==> src/design/htok_pkg.sv <==
`timescale 1ns / 1ps
// ----------------------------------------------------------------------------
// htok_pkg
// Types, codes and character tables shared by the request tokenizer.
// ----------------------------------------------------------------------------
package htok_pkg;

  typedef enum logic [3:0] {
    PH_METHOD = 4'd0,
    PH_SP1    = 4'd1,
    PH_URI    = 4'd2,
    PH_SP2    = 4'd3,
    PH_VHTTP  = 4'd4,
    PH_VREST  = 4'd5,
    PH_VLF    = 4'd6,
    PH_LINE   = 4'd7,
    PH_NAME   = 4'd8,
    PH_VALUE  = 4'd9,
    PH_VALLF  = 4'd10,
    PH_ENDLF  = 4'd11,
    PH_BODY   = 4'd12,
    PH_ERR    = 4'd13
  } phase_e;

  typedef enum logic [2:0] {
    K_METHOD  = 3'd0,
    K_URI     = 3'd1,
    K_VERSION = 3'd2,
    K_NAME    = 3'd3,
    K_VALUE   = 3'd4,
    K_BODY    = 3'd5,
    K_ERROR   = 3'd6
  } kind_e;

  typedef enum logic [2:0] {
    C_NONE    = 3'd0,
    C_METHOD  = 3'd1,
    C_SLASH   = 3'd2,
    C_VERSION = 3'd3,
    C_LF      = 3'd4,
    C_EARLY   = 3'd5,
    C_HEADERS = 3'd6,
    C_LENGTH  = 3'd7
  } cause_e;

  localparam logic [1:0] M_GET  = 2'd0;
  localparam logic [1:0] M_POST = 2'd1;
  localparam logic [1:0] M_HEAD = 2'd2;
  localparam logic [1:0] M_PUT  = 2'd3;

  localparam logic [7:0] CH_SP    = 8'h20;
  localparam logic [7:0] CH_SLASH = 8'h2F;
  localparam logic [7:0] CH_COLON = 8'h3A;
  localparam logic [7:0] CH_CR    = 8'h0D;
  localparam logic [7:0] CH_LF    = 8'h0A;
  localparam logic [7:0] CH_G     = 8'h47;
  localparam logic [7:0] CH_P     = 8'h50;
  localparam logic [7:0] CH_H     = 8'h48;
  localparam logic [7:0] CH_U     = 8'h55;

  localparam int unsigned START_MAX = 2047;

  typedef struct packed {
    cause_e      cause;
    logic [3:0]  hidx;
    logic [1:0]  method;
    logic [11:0] length;
    logic [10:0] start;
    kind_e       kind;
  } token_t;

  function automatic logic [7:0] meth_char(input logic [1:0] m, input logic [1:0] idx);
    logic [7:0] c;
    c = 8'h00;
    case (m)
      M_GET: begin
        case (idx)
          2'd0:    c = 8'h47;
          2'd1:    c = 8'h45;
          2'd2:    c = 8'h54;
          default: c = 8'h00;
        endcase
      end
      M_POST: begin
        case (idx)
          2'd0:    c = 8'h50;
          2'd1:    c = 8'h4F;
          2'd2:    c = 8'h53;
          default: c = 8'h54;
        endcase
      end
      M_HEAD: begin
        case (idx)
          2'd0:    c = 8'h48;
          2'd1:    c = 8'h45;
          2'd2:    c = 8'h41;
          default: c = 8'h44;
        endcase
      end
      default: begin
        case (idx)
          2'd0:    c = 8'h50;
          2'd1:    c = 8'h55;
          2'd2:    c = 8'h54;
          default: c = 8'h00;
        endcase
      end
    endcase
    return c;
  endfunction

  function automatic logic [2:0] meth_len(input logic [1:0] m);
    logic [2:0] n;
    case (m)
      M_POST, M_HEAD: n = 3'd4;
      default:        n = 3'd3;
    endcase
    return n;
  endfunction

  function automatic logic [7:0] http_char(input logic [1:0] idx);
    logic [7:0] c;
    case (idx)
      2'd0:    c = 8'h48;
      2'd1:    c = 8'h54;
      2'd2:    c = 8'h54;
      default: c = 8'h50;
    endcase
    return c;
  endfunction

endpackage

==> src/design/http_request_tokenizer.sv <==
`timescale 1ns / 1ps
// ----------------------------------------------------------------------------
// http_request_tokenizer
// Streaming tokenizer for request text: one byte per transaction in, one
// token record out at each token end.
// ----------------------------------------------------------------------------
//  channel   dir  tdata                                      tuser       tlast
//  s_axis    in   [7:0] data_byte                            -           end_of_request
//  m_axis    out  start, length, method, header idx, cause   token_kind  -
//
//  One byte per cycle while the output queue has room: a byte waits in the input
//  register, then the parser updates its state and writes at most one record to a
//  two-entry output queue, which offers it in the cycle after the parser step.
//  Reset clears the parser to the start of a request and empties the queue.
//  An output stall holds the queue; the input stalls only once it is full.
// ----------------------------------------------------------------------------
module http_request_tokenizer #(
  parameter int unsigned BUF_BYTES   = 2048,
  parameter int unsigned MAX_HEADERS = 10
) (
  input  logic        clk_i,
  input  logic        rst_ni,
  input  logic        s_axis_tvalid,
  output logic        s_axis_tready,
  input  logic [7:0]  s_axis_tdata,   // [7:0] data_byte
  input  logic        s_axis_tlast,
  output logic        m_axis_tvalid,
  input  logic        m_axis_tready,
  output logic [31:0] m_axis_tdata,   // [10:0] token_start, [22:11] token_length,
                                      // [24:23] method_code, [28:25] header_index,
                                      // [31:29] error_cause
  output logic [2:0]  m_axis_tuser    // [2:0] token_kind
);

  logic             in_vld_q;
  logic [7:0]       in_data_q;
  logic             in_last_q;
  logic             adv;
  logic             room;
  logic             res_vld;
  htok_pkg::token_t res;
  htok_pkg::token_t out_tok;

  assign adv           = in_vld_q && room;
  assign s_axis_tready = !in_vld_q || adv;

  always_ff @(posedge clk_i or negedge rst_ni) begin
    if (!rst_ni) begin
      in_vld_q <= 1'b0;
    end else if (s_axis_tready) begin
      in_vld_q <= s_axis_tvalid;
    end
  end

  always_ff @(posedge clk_i) begin
    if (s_axis_tready && s_axis_tvalid) begin
      in_data_q <= s_axis_tdata;
      in_last_q <= s_axis_tlast;
    end
  end

  htok_parse #(
    .BUF_BYTES   (BUF_BYTES),
    .MAX_HEADERS (MAX_HEADERS)
  ) u_parse (
    .clk_i     (clk_i),
    .rst_ni    (rst_ni),
    .step_i    (adv),
    .byte_i    (in_data_q),
    .last_i    (in_last_q),
    .tok_vld_o (res_vld),
    .tok_o     (res)
  );

  htok_obuf u_obuf (
    .clk_i  (clk_i),
    .rst_ni (rst_ni),
    .push_i (res_vld),
    .tok_i  (res),
    .room_o (room),
    .vld_o  (m_axis_tvalid),
    .rdy_i  (m_axis_tready),
    .tok_o  (out_tok)
  );

  assign m_axis_tuser = out_tok.kind;
  assign m_axis_tdata = {out_tok.cause, out_tok.hidx, out_tok.method,
                         out_tok.length, out_tok.start};

  a_res_on_step: assert property (@(posedge clk_i) disable iff (!rst_ni)
    res_vld |-> adv)
    else $error("record produced without a parser step");

  a_full_valid: assert property (@(posedge clk_i) disable iff (!rst_ni)
    !room |-> m_axis_tvalid)
    else $error("result queue full but nothing offered");

  a_in_hold: assert property (@(posedge clk_i) disable iff (!rst_ni)
    in_vld_q && !adv |=> in_vld_q && $stable(in_data_q) && $stable(in_last_q))
    else $error("input register lost a stalled byte");

  a_err_rec: assert property (@(posedge clk_i) disable iff (!rst_ni)
    res_vld && res.kind == htok_pkg::K_ERROR |->
      res.length == 12'd0 && res.method == 2'd0 && res.cause != htok_pkg::C_NONE)
    else $error("malformed error record");

endmodule

==> src/design/htok_parse.sv <==
`timescale 1ns / 1ps
// ----------------------------------------------------------------------------
// htok_parse
// Parser state and the per-byte next-state logic; one token record per step
// at most.
// ----------------------------------------------------------------------------
module htok_parse #(
  parameter int unsigned BUF_BYTES   = 2048,
  parameter int unsigned MAX_HEADERS = 10
) (
  input  logic              clk_i,
  input  logic              rst_ni,
  input  logic              step_i,
  input  logic [7:0]        byte_i,
  input  logic              last_i,
  output logic              tok_vld_o,
  output htok_pkg::token_t  tok_o
);

  localparam int unsigned PW = $clog2(BUF_BYTES + 1);
  localparam int unsigned HW = $clog2(MAX_HEADERS + 1);

  htok_pkg::phase_e phase_q, phase_d, eff;
  logic [PW-1:0]    pos_q, pos_d;
  logic [PW-1:0]    tstart_q, tstart_d;
  logic [PW-1:0]    tlen_q, tlen_d;
  logic [1:0]       cand_q, cand_d, cand_eff;
  logic [2:0]       mc_q, mc_d, mc_inc;
  logic [HW-1:0]    hc_q, hc_d;
  logic [1:0]       found_q, found_d;
  logic             swallow;

  logic                 emit;
  htok_pkg::kind_e      rec_kind;
  htok_pkg::cause_e     rec_cause;
  logic [PW-1:0]        rec_start;
  logic [PW-1:0]        rec_len;
  logic [HW-1:0]        rec_hidx;
  logic [1:0]           rec_method;
  logic [31:0]          start_ext, len_ext, hidx_ext;

  always_ff @(posedge clk_i or negedge rst_ni) begin
    if (!rst_ni) begin
      phase_q  <= htok_pkg::PH_METHOD;
      pos_q    <= '0;
      tstart_q <= '0;
      tlen_q   <= '0;
      cand_q   <= '0;
      mc_q     <= '0;
      hc_q     <= '0;
      found_q  <= '0;
    end else begin
      phase_q  <= phase_d;
      pos_q    <= pos_d;
      tstart_q <= tstart_d;
      tlen_q   <= tlen_d;
      cand_q   <= cand_d;
      mc_q     <= mc_d;
      hc_q     <= hc_d;
      found_q  <= found_d;
    end
  end

  always_comb begin
    phase_d    = phase_q;
    pos_d      = pos_q;
    tstart_d   = tstart_q;
    tlen_d     = tlen_q;
    cand_d     = cand_q;
    mc_d       = mc_q;
    hc_d       = hc_q;
    found_d    = found_q;
    eff        = phase_q;
    swallow    = 1'b0;
    emit       = 1'b0;
    rec_kind   = htok_pkg::K_METHOD;
    rec_cause  = htok_pkg::C_NONE;
    rec_start  = '0;
    rec_len    = '0;
    rec_hidx   = '0;
    rec_method = found_q;
    mc_inc     = mc_q + 3'd1;
    cand_eff   = cand_q;
    if (cand_q == htok_pkg::M_POST && mc_q == 3'd1 && byte_i == htok_pkg::CH_U) begin
      cand_eff = htok_pkg::M_PUT;
    end

    if (step_i) begin
      if (phase_q == htok_pkg::PH_ERR) begin
        if (last_i) begin
          phase_d  = htok_pkg::PH_METHOD;
          pos_d    = '0;
          tstart_d = '0;
          tlen_d   = '0;
          cand_d   = '0;
          mc_d     = '0;
          hc_d     = '0;
          found_d  = '0;
        end
      end else begin
        if (pos_q >= PW'(BUF_BYTES)) begin
          phase_d    = htok_pkg::PH_ERR;
          emit       = 1'b1;
          rec_kind   = htok_pkg::K_ERROR;
          rec_start  = pos_q;
          rec_method = '0;
          rec_cause  = htok_pkg::C_LENGTH;
        end else begin
          if (phase_q == htok_pkg::PH_VALLF) begin
            phase_d = htok_pkg::PH_LINE;
            eff     = htok_pkg::PH_LINE;
            swallow = (byte_i == htok_pkg::CH_LF);
          end
          if (!swallow) begin
            case (eff)
              htok_pkg::PH_METHOD: begin
                if (mc_q == 3'd0) begin
                  mc_d = 3'd1;
                  if (byte_i == htok_pkg::CH_G) begin
                    cand_d = htok_pkg::M_GET;
                  end else if (byte_i == htok_pkg::CH_P) begin
                    cand_d = htok_pkg::M_POST;
                  end else if (byte_i == htok_pkg::CH_H) begin
                    cand_d = htok_pkg::M_HEAD;
                  end else begin
                    phase_d    = htok_pkg::PH_ERR;
                    emit       = 1'b1;
                    rec_kind   = htok_pkg::K_ERROR;
                    rec_start  = pos_q;
                    rec_method = '0;
                    rec_cause  = htok_pkg::C_METHOD;
                  end
                end else begin
                  cand_d = cand_eff;
                  if (byte_i != htok_pkg::meth_char(cand_eff, mc_q[1:0])) begin
                    phase_d    = htok_pkg::PH_ERR;
                    emit       = 1'b1;
                    rec_kind   = htok_pkg::K_ERROR;
                    rec_start  = pos_q;
                    rec_method = '0;
                    rec_cause  = htok_pkg::C_METHOD;
                  end else if (mc_inc >= htok_pkg::meth_len(cand_eff)) begin
                    found_d    = cand_eff;
                    mc_d       = '0;
                    phase_d    = htok_pkg::PH_SP1;
                    emit       = 1'b1;
                    rec_kind   = htok_pkg::K_METHOD;
                    rec_len    = PW'(htok_pkg::meth_len(cand_eff));
                    rec_method = cand_eff;
                  end else begin
                    mc_d = mc_inc;
                  end
                end
              end
              htok_pkg::PH_SP1: begin
                if (byte_i == htok_pkg::CH_SP) begin
                  phase_d = phase_q;
                end else if (byte_i != htok_pkg::CH_SLASH) begin
                  phase_d    = htok_pkg::PH_ERR;
                  emit       = 1'b1;
                  rec_kind   = htok_pkg::K_ERROR;
                  rec_start  = pos_q;
                  rec_method = '0;
                  rec_cause  = htok_pkg::C_SLASH;
                end else begin
                  tstart_d = pos_q;
                  tlen_d   = PW'(1);
                  phase_d  = htok_pkg::PH_URI;
                end
              end
              htok_pkg::PH_URI: begin
                if (byte_i == htok_pkg::CH_SP) begin
                  phase_d   = htok_pkg::PH_SP2;
                  emit      = 1'b1;
                  rec_kind  = htok_pkg::K_URI;
                  rec_start = tstart_q;
                  rec_len   = tlen_q;
                end else begin
                  tlen_d = tlen_q + PW'(1);
                end
              end
              htok_pkg::PH_SP2: begin
                if (byte_i == htok_pkg::CH_SP) begin
                  phase_d = phase_q;
                end else if (byte_i != htok_pkg::CH_H) begin
                  phase_d    = htok_pkg::PH_ERR;
                  emit       = 1'b1;
                  rec_kind   = htok_pkg::K_ERROR;
                  rec_start  = pos_q;
                  rec_method = '0;
                  rec_cause  = htok_pkg::C_VERSION;
                end else begin
                  tstart_d = pos_q;
                  tlen_d   = PW'(1);
                  mc_d     = 3'd1;
                  phase_d  = htok_pkg::PH_VHTTP;
                end
              end
              htok_pkg::PH_VHTTP: begin
                if (byte_i != htok_pkg::http_char(mc_q[1:0])) begin
                  phase_d    = htok_pkg::PH_ERR;
                  emit       = 1'b1;
                  rec_kind   = htok_pkg::K_ERROR;
                  rec_start  = pos_q;
                  rec_method = '0;
                  rec_cause  = htok_pkg::C_VERSION;
                end else begin
                  tlen_d = tlen_q + PW'(1);
                  if (mc_inc >= 3'd4) begin
                    mc_d    = '0;
                    phase_d = htok_pkg::PH_VREST;
                  end else begin
                    mc_d = mc_inc;
                  end
                end
              end
              htok_pkg::PH_VREST: begin
                if (byte_i == htok_pkg::CH_CR) begin
                  phase_d = htok_pkg::PH_VLF;
                end else begin
                  tlen_d = tlen_q + PW'(1);
                end
              end
              htok_pkg::PH_VLF: begin
                if (byte_i != htok_pkg::CH_LF) begin
                  phase_d    = htok_pkg::PH_ERR;
                  emit       = 1'b1;
                  rec_kind   = htok_pkg::K_ERROR;
                  rec_start  = pos_q;
                  rec_method = '0;
                  rec_cause  = htok_pkg::C_LF;
                end else begin
                  phase_d   = htok_pkg::PH_LINE;
                  emit      = 1'b1;
                  rec_kind  = htok_pkg::K_VERSION;
                  rec_start = tstart_q;
                  rec_len   = tlen_q;
                end
              end
              htok_pkg::PH_LINE: begin
                if (byte_i == htok_pkg::CH_CR) begin
                  phase_d = htok_pkg::PH_ENDLF;
                end else if (hc_q >= HW'(MAX_HEADERS)) begin
                  phase_d    = htok_pkg::PH_ERR;
                  emit       = 1'b1;
                  rec_kind   = htok_pkg::K_ERROR;
                  rec_start  = pos_q;
                  rec_method = '0;
                  rec_cause  = htok_pkg::C_HEADERS;
                end else if (byte_i == htok_pkg::CH_COLON) begin
                  phase_d   = htok_pkg::PH_VALUE;
                  tstart_d  = pos_q + PW'(1);
                  tlen_d    = '0;
                  emit      = 1'b1;
                  rec_kind  = htok_pkg::K_NAME;
                  rec_start = pos_q;
                  rec_hidx  = hc_q;
                end else begin
                  tstart_d = pos_q;
                  tlen_d   = PW'(1);
                  phase_d  = htok_pkg::PH_NAME;
                end
              end
              htok_pkg::PH_NAME: begin
                if (byte_i == htok_pkg::CH_COLON) begin
                  phase_d   = htok_pkg::PH_VALUE;
                  tstart_d  = pos_q + PW'(1);
                  tlen_d    = '0;
                  emit      = 1'b1;
                  rec_kind  = htok_pkg::K_NAME;
                  rec_start = tstart_q;
                  rec_len   = tlen_q;
                  rec_hidx  = hc_q;
                end else begin
                  tlen_d = tlen_q + PW'(1);
                end
              end
              htok_pkg::PH_VALUE: begin
                if (byte_i == htok_pkg::CH_CR) begin
                  hc_d      = hc_q + HW'(1);
                  phase_d   = htok_pkg::PH_VALLF;
                  emit      = 1'b1;
                  rec_kind  = htok_pkg::K_VALUE;
                  rec_start = tstart_q;
                  rec_len   = tlen_q;
                  rec_hidx  = hc_q;
                end else begin
                  tlen_d = tlen_q + PW'(1);
                end
              end
              htok_pkg::PH_ENDLF: begin
                if (byte_i != htok_pkg::CH_LF) begin
                  phase_d    = htok_pkg::PH_ERR;
                  emit       = 1'b1;
                  rec_kind   = htok_pkg::K_ERROR;
                  rec_start  = pos_q;
                  rec_method = '0;
                  rec_cause  = htok_pkg::C_LF;
                end else begin
                  phase_d  = htok_pkg::PH_BODY;
                  tstart_d = pos_q + PW'(1);
                  tlen_d   = '0;
                end
              end
              htok_pkg::PH_BODY: begin
                tlen_d = tlen_q + PW'(1);
              end
              default: begin
                phase_d = htok_pkg::PH_ERR;
              end
            endcase
          end
        end

        if (phase_d != htok_pkg::PH_ERR) begin
          pos_d = pos_q + PW'(1);
        end

        if (last_i) begin
          if (phase_d == htok_pkg::PH_ERR) begin
            rec_method = '0;
          end else if (!emit && phase_d == htok_pkg::PH_BODY) begin
            emit      = 1'b1;
            rec_kind  = htok_pkg::K_BODY;
            rec_start = tstart_d;
            rec_len   = tlen_d;
          end else if (!emit && phase_d == htok_pkg::PH_LINE) begin
            emit      = 1'b1;
            rec_kind  = htok_pkg::K_BODY;
            rec_start = pos_d;
            rec_len   = '0;
          end else begin
            emit       = 1'b1;
            rec_kind   = htok_pkg::K_ERROR;
            rec_start  = pos_q;
            rec_len    = '0;
            rec_hidx   = '0;
            rec_method = '0;
            rec_cause  = htok_pkg::C_EARLY;
          end
          phase_d  = htok_pkg::PH_METHOD;
          pos_d    = '0;
          tstart_d = '0;
          tlen_d   = '0;
          cand_d   = '0;
          mc_d     = '0;
          hc_d     = '0;
          found_d  = '0;
        end
      end
    end
  end

  assign start_ext = 32'(rec_start);
  assign len_ext   = 32'(rec_len);
  assign hidx_ext  = 32'(rec_hidx);

  always_comb begin
    tok_o.kind   = rec_kind;
    tok_o.start  = (start_ext > 32'(htok_pkg::START_MAX)) ? 11'h7FF : start_ext[10:0];
    tok_o.length = len_ext[11:0];
    tok_o.method = rec_method;
    tok_o.hidx   = hidx_ext[3:0];
    tok_o.cause  = rec_cause;
  end

  assign tok_vld_o = emit;

endmodule

==> src/design/htok_obuf.sv <==
`timescale 1ns / 1ps
// ----------------------------------------------------------------------------
// htok_obuf
// Two-entry result queue that decouples the parser from output stalls.
// ----------------------------------------------------------------------------
module htok_obuf (
  input  logic              clk_i,
  input  logic              rst_ni,
  input  logic              push_i,
  input  htok_pkg::token_t  tok_i,
  output logic              room_o,
  output logic              vld_o,
  input  logic              rdy_i,
  output htok_pkg::token_t  tok_o
);

  htok_pkg::token_t mem_q [2];
  logic             wptr_q, rptr_q;
  logic [1:0]       cnt_q;
  logic             pop;

  assign pop    = vld_o && rdy_i;
  assign vld_o  = (cnt_q != 2'd0);
  assign room_o = (cnt_q != 2'd2);
  assign tok_o  = mem_q[rptr_q];

  always_ff @(posedge clk_i) begin
    if (push_i) begin
      mem_q[wptr_q] <= tok_i;
    end
  end

  always_ff @(posedge clk_i or negedge rst_ni) begin
    if (!rst_ni) begin
      wptr_q <= 1'b0;
      rptr_q <= 1'b0;
      cnt_q  <= 2'd0;
    end else begin
      if (push_i) begin
        wptr_q <= ~wptr_q;
      end
      if (pop) begin
        rptr_q <= ~rptr_q;
      end
      case ({push_i, pop})
        2'b10:   cnt_q <= cnt_q + 2'd1;
        2'b01:   cnt_q <= cnt_q - 2'd1;
        default: cnt_q <= cnt_q;
      endcase
    end
  end

endmodule
==> config.mk <==
export PLATFORM = sky130hd
export DESIGN_NAME = http_request_tokenizer
export DESIGN_NICKNAME = d
export VERILOG_FILES = /design/src/design/htok_pkg.sv /design/src/design/http_request_tokenizer.sv /design/src/design/htok_parse.sv /design/src/design/htok_obuf.sv
export SDC_FILE = /design/constraint.sdc
export NUM_CORES = 1
export LEC_CHECK = 0
export ABC_AREA = 1
export BUFFER_PORTS_ARGS = -buffer_cell sky130_fd_sc_hd__buf_4
export CORE_UTILIZATION = 53
export DETAILED_ROUTE_END_ITERATION = 10
export MAX_ROUTING_LAYER = met4
export PLACE_DENSITY = 0.84
export RECOVER_POWER = 50
export REMOVE_ABC_BUFFERS = 1
export SYNTH_ARGS = -nofsm -noshare
export SYNTH_HDL_FRONTEND = slang
export SYNTH_SLANG_ARGS = --single-unit
==> constraint.sdc <==
create_clock -name clk_i -period 4.9 [get_ports clk_i]
set_clock_uncertainty 0.2 [all_clocks]
set_input_delay 0.245 -clock clk_i [delete_from_list [all_inputs] [get_ports clk_i]]
set_output_delay 0.245 -clock clk_i [all_outputs]
set_load 0.01 [all_outputs]
* Word-level counts from Yosys, hierarchy flattened
Memories as Yosys holds them, arrays and structs flattened. Cells that the tools add are included.
Storage, ports and cells: flip-flop bits (word level) 65, memory bits (writable) 70, bits of input ports 13, word-level logic and storage cells 396, memories kept 1
Operators by class: add/subtract/negate cells 6, order comparisons 5, equal/unequal tests 49, multiplexer cells 290, bitwise operators 2, reduce and logical (&&, ||, !) cells 29
Memory list:
- u_obuf.mem_q | words 2, width 35, read ports 1, clocked after Yosys merged registers in 0, write ports 1, line htok_obuf.sv:17 | htok_pkg::token_t mem_q [2];
Operators by type and width (number):
- $mux W12 | 71
- $mux W4 | 48
- $mux W3 | 59
- $pmux W12 S10 | 1
- $pmux W12 S5 | 2
- $pmux W12 S9 | 1
- $mux W2 | 45
- $mux W8 | 11
- $pmux W4 S12 | 1
- $pmux W7 S3 | 2
- $mux W1 | 37
- $eq A4 B4 Y1 const B | 8
- $eq A8 B7 Y1 const B | 4
- $pmux W3 S10 | 1
- $add A12 B1 Y12 const B | 2
- $pmux W4 S3 | 2
- $pmux W8 S3 | 1
- $eq A4 B3 Y1 const B | 5
- $pmux W3 S6 | 1
- $eq A8 B4 Y1 const B | 2
- $eq A8 B6 Y1 const B | 2
- $ne A8 B8 Y1 | 2
- $pmux W5 S3 | 1
- $ge A12 B12 Y1 const B | 1
- 41 further kinds | 71

* Longest topological paths before layout
word-level depth 39, depth in mapped cells 28

* Cells and area by module
A second synthesis with hierarchy kept.
Second synthesis, totals: cell total of the unflattened synthesis 1296, area total of the unflattened synthesis 9437.8 um^2
Modules (own cells, without submodules):
- htok_parse | instances 1, cells each 1068, area an instance 6288.5 um^2
- htok_obuf | instances 1, cells each 211, area an instance 2826.5 um^2
- http_request_tokenizer | instances 1, cells each 17, area an instance 322.8 um^2

* Worst setup path before layout
OpenSTA, ideal clock, no wires.
kind register -> register, from register u_parse.mc_q[1], to memory u_obuf.mem_q[1][0] (netlist name), enable pin, data arrival time 4.254 ns, required time 4.271 ns, path slack 0.017 ns, cell stages (with the launch flop) 24, buffers on the path 0, clock period less this slack 4.883 ns, cells stage by stage dfrtp_1 -> inv_1 -> ha_1 -> nand2_1 -> nor2_1 -> nand3_1 -> nand2_2 -> nand2_2 -> nand2_2 -> ha_1 -> inv_1 -> a21oi_1 -> a21o_1 -> nand2_1 -> inv_1 -> nand2_1 -> inv_1 -> nor2_1 -> o21ai_2 -> nand2_4 -> nand2_4 -> nand3_1 -> nand2_1 -> nor2_1
On the way: cells in the longest elaborated chain, start to end 30, elaborated cells on any way between the ends 69, those cells by class 1 x add/sub; 2 x order compare; 8 x eq/ne; 51 x mux; 7 x reduce/logical
Ends and longest elaborated chain:
- from (decl) | line htok_parse.sv:28 | logic [2:0] mc_q, mc_d, mc_inc;
- from (signal assigned) | line htok_parse.sv:58 | mc_q <= mc_d;
- $eq A3 B1 Y1 | line htok_parse.sv:84 | if (cand_q == htok_pkg::M_POST && mc_q == 3'd1 && byte_i == htok_pkg::CH_U) begin
- $logic_and A1 B1 Y1 (2 in series) | line htok_parse.sv:84
- $mux W2 | line htok_parse.sv:84
- $eq A2 B1 Y1 / $eq A2 B2 Y1 (equally long branches) | line htok_pkg.sv:75, htok_pkg.sv:114
- $reduce_or A2 Y1 | line htok_pkg.sv:114 | case (m)
- $mux W3 | line htok_pkg.sv:114
- $mux W3 | line htok_parse.sv:135 | if (byte_i != htok_pkg::meth_char(cand_eff, mc_q[1:0])) begin
- $mux W3 | line htok_parse.sv:117 | if (mc_q == 3'd0) begin
- [13 not listed]
- $mux W4 | line htok_parse.sv:88 | if (step_i) begin
- $eq A4 B4 Y1 | line htok_parse.sv:320 | if (phase_d == htok_pkg::PH_ERR) begin
- $mux W1 | line htok_parse.sv:320
- $mux W1 * | line htok_parse.sv:319 | if (last_i) begin
- $mux W1 * | line htok_parse.sv:89 | if (phase_q == htok_pkg::PH_ERR) begin
- $mux W1 * | line htok_parse.sv:88
- $mux W1 * | line htok_obuf.sv:28 | if (push_i) begin
- $mux W1 (implied by the code) * | line htok_obuf.sv:29 | mem_q[wptr_q] <= tok_i;
- to (decl) | line htok_obuf.sv:17
Every way passes the cells marked *; elsewhere a longest branch is shown, timed or not. The select of a mux whose other input is x is not followed.

==> impl_metrics.ini <==
[status]
status = complete, but fails checks
failed_checks = capacitance limit, slew limit

[final_layout]
nFillCells = 1516
diodes = 0
stdcell_area_mm2 = 0.0104
area_growth_pct = 12.7
seqCellArea_mm2 = 0.00377
final_layout_size_suffix_gt1_frac = 0.0617
multi_input_area_mm2 = 0.00465
layout.cells.non_filler = 1582
final_core_util = 0.619
fin_nets = 1377

[sta]
min_period_ns = 4.55
worst_pin_slew_ns = 3.42
slew_violations = 118
setup_viol = 0
max_freq_ghz = 0.220
worst_slack_ns = 0.352
slew_headroom = -1.28
rsz0062_at_grt = no
hold_viol = 0
fin_crit_sh = 0.928

[route]
wl_mm = 30.2
route.antenna.remaining_nets = 0
wire_per_inst_um = 19.1
drt_iter0_markers = 1379
viasPerCell = 6.10
drc = 0
vias = 9653
firstDrtPassIters = 6

[synth]
synth_ff_type = edfxtp_1
synth_top_area_frac = 0.258
synth_common_cells = nand2_1 (368), inv_1 (149), nor2_1 (124), o21ai_0 (99), nand3_1 (98)
synth_area_leaders = edfxtp_1 (26%), dfrtp_1 (15%), nand2_1 (15%)
syn_inst = 1288
syn_area_mm2 = 0.00921
synth_warnings = 0
synth_area_leader_cell = edfxtp_1
syn_area_per_cell_um2 = 7.15
yosysMostFrequentCell = nand2_1
synth_seq_cells = 135
seq_area_frac_synth = 0.410
synth_edf_count = 79
synthArstFlopShare = 0.415
ys_types = 54

[global_routing]
overflow = 0
grt_use_total = 0.352
antenna_found_initial = 0
grt_pass1_vias = 8782
grt_pass1_wl_mm = 47.2
grt_max_degree = 57

[power]
p_leak_uw = 0.00465
ir_drop_v = 0.000412
seq_power_share = 0.284
clockPowerShare = 0.193
pwr-share-comb = 0.523
power_switching_uw = 3200
internal_power_uw = 3210
swShare = 0.499
fin_total_pwr_uw = 6400
power.density_mw_per_mm2 = 617

[clock_tree]
clk_root_buffer_cell = clkbuf_16
clock_latency_ns = 0.43
htreeDepth = 4
cts_sinks = 135
cts_buffers = 17
cts_max_path_buffers = 2
clk_pin_slew_ns = 0.06
cts_tree = yes

[placed_design]
gp_congestion = 1.03
placed_area_mm2 = 0.00985
portBuffers = 49
dp_hpwl_mm = 21.4
pre_cts_ws_ns = 0.412
place_inst = 1536

[setup_path]
crit_fanout = 22
startpoint_type = flip-flop
arrival_ns = 4.52
required_ns = 4.88
worst_setup_path_end_kind = flip-flop
path_class = reg2reg

[worst_hold_path]
min_path_type = reg2reg

[floorplanning]
io_pins = 50
die_w_um = 134
coreArea_mm2 = 0.0168
dieArea_mm2 = 0.0179
rows = 47
die-height_um = 134
initial_core_util = 0.549

[flow_run]
cap_violations = 3
worst paths after layout:
kind                                          start  slack [ns]  depth (start not counted)             endpoint
worst max-delay path                u_parse.mc_q[0]        0.35                         26  u_obuf.mem_q[1][13]
worst min-delay path            u_parse.tstart_q[5]        0.34                          2  u_parse.tstart_q[5]
worst max register to register      u_parse.mc_q[0]        0.35                         26  u_obuf.mem_q[1][13]
worst min register to register  u_parse.tstart_q[5]        0.34                          2  u_parse.tstart_q[5]
max in group asynchronous                    rst_ni        1.25                          2  u_parse.tstart_q[9]
min in group asynchronous                    rst_ni        1.29                          2    u_parse.cand_q[0]
metrics by stage:
stage               setup TNS [ns]  hold WS (ns)
finish                           0         0.340
global route                     0         0.339
CTS                              0         0.276
detailed placement               0         0.183
global placement                 0         0.180
floorplan                   -21.00        -0.251
power by group through the flow:
stage	registers [µW]	clock network, µW	logic, µW
6_report	1820	1230	3350
5_1_grt	1850	1280	3640
4_1_cts	1820	1240	3410
3_5_place_dp	1840	0	3380
3_3_place_gp	1820	0	3330
2_1_floorplan	1820	0	2090
placed cells by master (no fill, tap or decap), types with 3 or more instances in the layout:
cell             n
a211oi_1         5
a21oi_1         59
a22oi_1          6
a31oi_1          9
buf_4           16
clkbuf_1        42
clkbuf_16       17
clkbuf_4         9
clkinv_1         5
clkinv_4         3
dfrtp_1         56
dlygate4sd3_1   12
edfxtp_1        79
ha_1            15
inv_1          152
inv_2            4
inv_6            6
nand2_1        368
nand2_2          6
nand2_4          5
nand3_1         99
nand3_2          3
nand4_1         19
nor2_1         122
nor2_4           3
nor3_1          34
nor4_1           6
o2111ai_1        5
o211ai_1        10
o21ai_0         99
o21ai_1         10
o221ai_1        10
o22ai_1         22
xor2_1          14
state kept, by name, indices dropped and copies added (netlist names), 3 cells and up:
name and flops:
in_data_q 8, u_obuf.mem_q 70, u_parse.hc_q 4, u_parse.mc_q 3
u_parse.phase_q 4, u_parse.pos_q 12, u_parse.tlen_q 12, u_parse.tstart_q 12
cells by family (layout without fill, tap and decap cells):
kind of cell	after synthesis	in the layout	share of synthesized area
and+or+nand+nor	671	672	0.311
AOI/OAI and AO/OA	251	251	0.158
buffers and inverters	201	274	0.0864
DFF	135	135	0.410
adders and majority gates	15	15	0.0204
xor gates and xnor gates	15	15	0.0143
area by class of cell:
cell class,instances,area share
tap,220,0.0265
sequential,135,0.364
clock buffer,17,0.0410
timing repair buffer,81,0.0487
multi-input combinational,953,0.448
inverter,161,0.0585
clock inverter,15,0.0131
timing repair:
action	in CTS	in global routing
hold buffers	12	0
endpoints found under the setup margin	0	16
buffers inserted	0	1
resized for setup	0	1
hold endpoints to repair	67	0
critical path, stage by stage, from the launching register on:
cell and delay (ns):
dfrtp_1 0.47, ha_1 0.29, nand2_1 0.09, nor2_1 0.05, nand3_1 0.12, nand2_2 0.10, nand2_2 0.14, nand2_2 0.11
ha_1 0.29, inv_1 0.05, a21oi_1 0.13, a21o_1 0.13, nand2_1 0.14, inv_1 0.15, nand2_1 0.11, inv_1 0.08
nor2_1 0.06, o21ai_2 0.33, nand2_4 0.11, nand2_4 0.08, buf_4 0.28, buf_4 0.33, nor2_1 0.08, nand3_1 0.08
nand2_1 0.12, nand2_1 0.09, nand2_1 0.06
metal layers:
metal	share of wire	global-route usage	wire length (µm)
met5	0	-	0
met4	0.030	0.126	909
met3	0.11	0.0835	3410
met2	0.44	0.516	13300
met1	0.42	0.476	12700
(Power assumes the default switching activity.)
